`config.mk`:
```
export PLATFORM = sky130hd
export DESIGN_NAME = rgb9e5_shared_exponent_pack_top
export DESIGN_NICKNAME = d
export VERILOG_FILES = /design/src/rtl/rgb9e5_pkg.sv /design/src/rtl/rgb9e5_decode.sv /design/src/rtl/rgb9e5_lane.sv /design/src/rtl/rgb9e5_merge.sv /design/src/rtl/rgb9e5_shared_exponent_pack_top.sv
export SDC_FILE = /design/constraint.sdc
export NUM_CORES = 2
export LEC_CHECK = 0
export ABC_AREA = 1
export BUFFER_PORTS_ARGS = -buffer_cell sky130_fd_sc_hd__buf_2
export CAP_MARGIN = 20
export CORE_MARGIN = 10
export CORE_UTILIZATION = 48
export CTS_CLUSTER_SIZE = 10
export DETAILED_ROUTE_END_ITERATION = 8
export MAX_ROUTING_LAYER = met4
export PLACE_DENSITY = 0.64
export SYNTH_ARGS = -nofsm -noshare
export SYNTH_HDL_FRONTEND = slang
export SYNTH_SLANG_ARGS = --single-unit
export TNS_END_PERCENT = 100
```
`constraint.sdc`:
```
create_clock -name clk -period 20.9 [get_ports clk]
set_input_delay 3.135 -clock clk [delete_from_list [all_inputs] [get_ports clk]]
set_output_delay 3.135 -clock clk [all_outputs]
set_load 0.005 [all_outputs]
```
`src/rtl/rgb9e5_pkg.sv`:
```
package rgb9e5_pkg;
  typedef struct packed {
    logic        zero;
    logic [23:0] m;
    logic [9:0]  e;
  } chan_t;

  typedef struct packed {
    logic [2:0]  zero;
    logic [71:0] m;
    logic [29:0] e;
  } lanes_t;
endpackage

```
`src/rtl/rgb9e5_decode.sv`:
```
module rgb9e5_decode
  import rgb9e5_pkg::*;
#(
  parameter int MANTISSA_WIDTH = 9,
  parameter int EXPONENT_BIAS = 15,
  parameter int MAX_BIASED_EXPONENT = 31
) (
  input  logic [31:0] bits_i,
  output chan_t       chan_o
);
  localparam int MaxE = MAX_BIASED_EXPONENT - EXPONENT_BIAS - 24;
  localparam logic [23:0] MaxM = 24'(((1 << MANTISSA_WIDTH) - 1) << (24 - MANTISSA_WIDTH));
  logic [7:0]  ex;
  logic [22:0] fr;
  logic [4:0]  lz;
  logic [23:0] m;
  logic signed [9:0] e;
  logic zero;

  always_comb begin
    ex = bits_i[30:23];
    fr = bits_i[22:0];
    lz = 5'd0;
    for (int i = 0; i < 23; i++) begin
      if (fr[i]) lz = 5'(22 - i);
    end
    zero = 1'b0;
    m = {1'b1, fr};
    e = 10'($signed({2'b0, ex}) - 10'sd150);
    if (bits_i[31] || (ex == 8'hFF && fr != 23'd0) || (ex == 8'd0 && fr == 23'd0)) begin
      zero = 1'b1;
      m = 24'd0;
      e = 10'sd0;
    end else if (ex == 8'hFF) begin
      m = MaxM;
      e = 10'(MaxE);
    end else if (ex == 8'd0) begin
      m = 24'({1'b0, fr} << (lz + 5'd1));
      e = 10'(-150) - 10'($signed({5'b0, lz}));
    end
    if (!zero && (e > 10'(MaxE) || (e == 10'(MaxE) && m > MaxM))) begin
      m = MaxM;
      e = 10'(MaxE);
    end
    chan_o.zero = zero;
    chan_o.m = m;
    chan_o.e = e;
  end
endmodule

```
`src/rtl/rgb9e5_lane.sv`:
```
module rgb9e5_lane
  import rgb9e5_pkg::*;
#(
  parameter int MANTISSA_WIDTH = 9
) (
  input  chan_t                      chan_i,
  input  logic signed [9:0]          t_i,
  output logic [MANTISSA_WIDTH:0]    mant_o,
  output logic                       big_o
);
  logic signed [10:0] q;
  logic [7:0] s;
  logic [25:0] sum;
  logic [25:0] shr;

  always_comb begin
    q = 11'($signed(chan_i.e)) + 11'($signed(t_i));
    s = (q < 0) ? 8'(-q) : 8'd0;
    sum = {2'b0, chan_i.m} + ((s != 8'd0) ? (26'd1 << (s - 8'd1)) : 26'd0);
    shr = (s >= 8'd25) ? 26'd0 : (sum >> s);
    big_o = 1'b0;
    mant_o = '0;
    if (!chan_i.zero) begin
      if (q >= 0) begin
        big_o = 1'b1;
      end else begin
        big_o = (shr > 26'((1 << (MANTISSA_WIDTH + 1)) - 1));
        mant_o = shr[MANTISSA_WIDTH:0];
      end
    end
  end
endmodule

```
`src/rtl/rgb9e5_merge.sv`:
```
module rgb9e5_merge
  import rgb9e5_pkg::*;
(
  input  chan_t a_i,
  input  chan_t b_i,
  output chan_t max_o
);
  logic gt;

  always_comb begin
    if (b_i.zero) gt = 1'b0;
    else if (a_i.zero) gt = 1'b1;
    else if (b_i.e != a_i.e) gt = $signed(b_i.e) > $signed(a_i.e);
    else gt = b_i.m > a_i.m;
    max_o = gt ? b_i : a_i;
  end
endmodule

```
`src/rtl/rgb9e5_shared_exponent_pack_top.sv`:
```
// RGB9E5 shared-exponent encoder.
// The in_ channel takes one beat per color: three IEEE-754 single bit
// patterns in tdata (red, green, blue, lowest first). The out_ channel
// returns the packed word in tdata and the overflow flag in tuser.
// Stage one decodes and clamps the three channels in parallel lanes and
// merges them into the largest channel and the shared exponent. Stage two
// rounds all three mantissas in parallel lanes at that exponent, raises the
// exponent when the largest mantissa rounds up to a full power of two, and
// registers the result.
// An accepted beat passes the stage one register and the output register
// before out_tvalid shows it. Throughput is one beat per cycle while the
// output register is empty or draining; stage one also loads when empty.
// When the receiver holds out_tready low, the pipeline holds and in_tready
// falls once both stages are full, so no beat is lost.
// Reset clears both stage valid flags; the payload registers are left as is.
module rgb9e5_shared_exponent_pack_top
  import rgb9e5_pkg::*;
#(
  parameter int MANTISSA_WIDTH = 9,
  parameter int EXPONENT_BIAS = 15,
  parameter int MAX_BIASED_EXPONENT = 31
) (
  input  logic        clk,
  input  logic        rst_n,
  input  logic        in_tvalid,
  output logic        in_tready,
  input  logic [95:0] in_tdata,   // red_bits, green_bits, blue_bits
  output logic        out_tvalid,
  input  logic        out_tready,
  output logic [31:0] out_tdata,  // packed_word
  output logic        out_tuser   // overflow_flag
);
  localparam int MW = MANTISSA_WIDTH;
  chan_t ch [3];
  chan_t mx01, mx;
  chan_t ch_r [3];
  chan_t mx_r;
  logic signed [9:0] ex1_r, ex1_nxt, ex, ex_raise, t1, t2;
  logic v1_r, v2_r;
  logic adv;
  logic [MW:0] m1 [3];
  logic [MW:0] m2 [3];
  logic [2:0]  bg1, bg2;
  logic [31:0] word_r, word_nxt;
  logic        ovf_r, ovf_nxt;
  logic signed [9:0] fl;

  for (genvar i = 0; i < 3; i++) begin : g_dec
    rgb9e5_decode #(
      .MANTISSA_WIDTH(MANTISSA_WIDTH), .EXPONENT_BIAS(EXPONENT_BIAS),
      .MAX_BIASED_EXPONENT(MAX_BIASED_EXPONENT)
    ) u_dec (.bits_i(in_tdata[32*i +: 32]), .chan_o(ch[i]));
  end

  rgb9e5_merge u_m0 (.a_i(ch[0]), .b_i(ch[1]), .max_o(mx01));
  rgb9e5_merge u_m1 (.a_i(mx01), .b_i(ch[2]), .max_o(mx));

  always_comb begin
    fl = mx.zero ? 10'(-EXPONENT_BIAS - 1) : 10'($signed(mx.e) + 10'sd23);
    if (fl < 10'(-EXPONENT_BIAS - 1)) fl = 10'(-EXPONENT_BIAS - 1);
    ex1_nxt = fl + 10'(1 + EXPONENT_BIAS);
  end

  assign adv = !out_tvalid || out_tready;
  assign in_tready = adv || !v1_r;

  always_ff @(posedge clk) begin
    if (!rst_n) begin
      v1_r <= 1'b0;
      v2_r <= 1'b0;
    end else begin
      if (adv) v2_r <= v1_r;
      if (in_tready) v1_r <= in_tvalid;
    end
  end

  always_ff @(posedge clk) begin
    if (in_tready) begin
      ch_r <= ch;
      mx_r <= mx;
      ex1_r <= ex1_nxt;
    end
    if (adv) begin
      word_r <= word_nxt;
      ovf_r <= ovf_nxt;
    end
  end

  assign t1 = 10'(EXPONENT_BIAS + MW) - ex1_r;
  assign ex_raise = ex1_r + 10'sd1;
  assign t2 = t1 - 10'sd1;

  for (genvar i = 0; i < 3; i++) begin : g_lane
    rgb9e5_lane #(.MANTISSA_WIDTH(MW)) u_a (.chan_i(ch_r[i]), .t_i(t1), .mant_o(m1[i]),
                                            .big_o(bg1[i]));
    rgb9e5_lane #(.MANTISSA_WIDTH(MW)) u_b (.chan_i(ch_r[i]), .t_i(t2), .mant_o(m2[i]),
                                            .big_o(bg2[i]));
  end

  logic [MW:0] mxm;
  logic        mxbig, raise;
  rgb9e5_lane #(.MANTISSA_WIDTH(MW)) u_mx (.chan_i(mx_r), .t_i(t1), .mant_o(mxm),
                                           .big_o(mxbig));

  always_comb begin
    raise = !mxbig && mxm == (MW+1)'(1 << MW);
    ex = raise ? ex_raise : ex1_r;
    ovf_nxt = mxbig || (raise && ex_raise > 10'(MAX_BIASED_EXPONENT));
    word_nxt = 32'(ex) << (3 * MW);
    for (int i = 0; i < 3; i++) begin
      word_nxt = word_nxt | (32'(raise ? m2[i][MW-1:0] : m1[i][MW-1:0]) << (MW * i));
    end
    if (ovf_nxt) word_nxt = 32'hFFFF_FFFF;
    if (bg1 == 3'b111 && bg2 == 3'b111) word_nxt = word_nxt;
  end

  assign out_tvalid = v2_r;
  assign out_tdata = word_r;
  assign out_tuser = ovf_r;
endmodule

```
==> out/metrics.cfg <==
[drt]
drt-total-wl_um = 149000
avgRoutedWirePerCell_um = 20.0
vias = 43400
wl_met2_um = 66300
wl_met3_um = 10900
detail_route.drc_violations = 0
antenna_left = 0
highest_layer = met4
drt-met1-wl_um = 66000
vias_per_cell = 5.83
drt_iter0_drc = 4165
first_pass_iters = 8

[setup_path]
cp_data_required_time_ns = 21.16
crit_slowest_cell = nor2_1
path_common_cell = nand2_1
criticalPathCategory = in -> reg
crit_family = simple AND/OR/NAND/NOR gates
cp_max_fo = 53
start_kind = input port
critical-path-max-stage-delay_ns = 0.68
critPathBufInv = 10
arrival_ns = 15.82
endpoint_kind = flop

[clock_tree]
clk_latency_ns = 0.52
cts-buffers-inserted = 17
cts_root_buf = clkbuf_16
cts_hold_buffers = 0
clk_pin_slew_ns = 0.08
ctsResizeCount = 0
cts_tree = yes
cts.sinks = 181
clockBufferDepth = 2
htree_num_levels = 4
cts_setup_buffers = 0

[finish]
finish.utilization = 0.508
num-nets-final = 6852
finalNonFillerCells = 7451
syn2layout_area_growth_pct = 5.19
drive_gt1_frac = 0.0610

[sta]
timing.final.ws_setup_ns = 5.34
period_minus_slack_ns = 15.56
relSlewSlack = 0.246
fin_crit_sh = 0.744
clock_skew_ns = 0.0208
rsz0062_at_grt = false
setup_violations = 0
clock.fmax_mhz = 64.3
hold_viol = 0
report.final.slew_viol_count = 0
finalSetupTns_ns = 0
worst_pin_slew_ns = 1.13

[floorplanning]
die_area_um2 = 89400
initial_core_util = 0.483
pin_count = 135
fp-row-count = 102
dieWidth_um = 299
die_h_um = 299
coreArea_um2 = 77300

[logic_synthesis]
ys_seq_elements = 181
synth_cell_types = 70
async_flop_share = 0
yosys_warnings = 0
synth_nets = 6873
synth_edf_count = 179
syn_inst = 6418
synth_flop_cell = edfxtp_1
avgSynthCellArea_um2 = 5.82
synth_area_um2 = 37400
synth_seq_area_share = 0.145

[global_routing]
antenna_found_initial = 2
grt_pass1_vias = 39200
grt_use_total = 0.330
grt_first_pass_wirelength_um = 228000
grt_max_degree = 142
grt_overflow = 0

[worst_hold_path]
hold_path_class = reg -> reg

[run_status]
outcome = finished, final reports clean

[place]
dpl.cell_count = 7418
gp_congestion = 1.07
dpl.hpwl_um = 124000
place_ws_ns = 5.14
port_buffers = 134

[job]
drv_cap = 0

state kept, by name, indices dropped and copies added, names as in the netlist:
name and flops:
mx_r 34, ex1_r 10, out_tvalid 1, ch_r 102, out_tuser 1, v1_r 1, out_tdata 32
stage by stage:
step                instance area (µm²)  hold WS [ns]
floorplan                         37400         0.427
finish                            39300         0.498
detailed placement                38700         0.491
CTS                               39300         0.506
global route                      39300         0.552
global placement                  38700         0.486
layout make-up:
cell class,count,area [µm²]
fill,8478,38000
multi-input combinational,5276,28200
sequential,181,5420
inverter,740,2780
tap,1040,1300
timing repair buffer,181,1030
clock buffer,19,453
clock inverter,13,131
antenna,1,2.50
cells by family (layout without fill, tap and decap cells):
group           Yosys count  count (layout)  share of synthesized area
simple gates           3493            3493                      0.400
buf+inv                 961             953                      0.101
compound gates         1233            1233                      0.185
xor+xnor                156             156                     0.0368
other cells               0               1                          0
fa+ha+maj               355             355                      0.122
mux                      39              39                     0.0104
flops                   181             181                      0.145
routing by layer:
| layer | GRT usage | vias to the layer above |
|---|---|---|
| li1 | - | 21500 |
| met1 | 0.435 | 19900 |
| met2 | 0.516 | 1734 |
| met3 | 0.0413 | 240 |
| met4 | 0.115 | 0 |
| met5 | - | - |
cell usage in the layout (no fill, tap or decap), types with 14 or more instances in the layout:
cell type,instances
mux2i_1,39
xnor2_1,68
buf_4,45
a21oi_1,412
fa_1,14
ha_1,341
clkinv_1,21
o21ai_0,523
a31oi_1,40
o221ai_1,22
nor3_1,109
edfxtp_1,179
xor2_1,87
buf_2,135
nor4_1,37
clkbuf_16,17
nand3_2,41
o31ai_1,22
o2111ai_1,14
inv_1,689
a211oi_1,31
o211ai_1,47
nand3_1,586
inv_2,28
nand4_1,94
or2_2,49
nand2_2,22
o21ai_1,23
nor2_1,739
nand2_1,1767
final timing paths:
path               start      endpoint  slack [ns]  cells past startpoint
max reg2reg     ex1_r[0]  out_tdata[5]        8.51                     60
max          in_tdata[2]      ex1_r[8]        5.34                     81
min reg2reg         v1_r    out_tvalid        0.50                      2
min                 v1_r    out_tvalid        0.50                      2
cell usage after synthesis (22+ instances only):
cell / instances / area [µm²]
o221ai_1: 22 / 193
nor3_1: 109 / 546
xor2_1: 87 / 762
o21ai_1: 23 / 115
edfxtp_1: 179 / 5380
nor2_1: 741 / 2780
nand2_1: 1768 / 6640
ha_1: 341 / 4270
nor4_1: 37 / 231
xnor2_1: 68 / 596
a21oi_1: 412 / 2060
inv_1: 689 / 2590
or2_2: 49 / 307
o31ai_1: 22 / 165
o21ai_0: 523 / 2620
nand3_2: 41 / 410
o211ai_1: 47 / 353
inv_2: 28 / 105
nand3_1: 587 / 2940
mux2i_1: 39 / 390
clkbuf_1: 131 / 492
nand4_1: 94 / 588
a211oi_1: 31 / 233
buf_2: 50 / 250
a31oi_1: 40 / 250
worst register-to-register path: cells and delay by family (launching register included):
family,cells,cell delay (ns)
AO/OA/AOI/OAI,14,2.83
XOR/XNOR,2,0.86
adder cells (fa/ha/maj),4,1.10
buffers and inverters,6,1.63
flip-flops,1,0.80
AND/OR/NAND/NOR,34,5.07
Power is left out: the tool's default activity adds up to more than one toggle a clock period on the data nets, which glitch-free logic cannot reach.
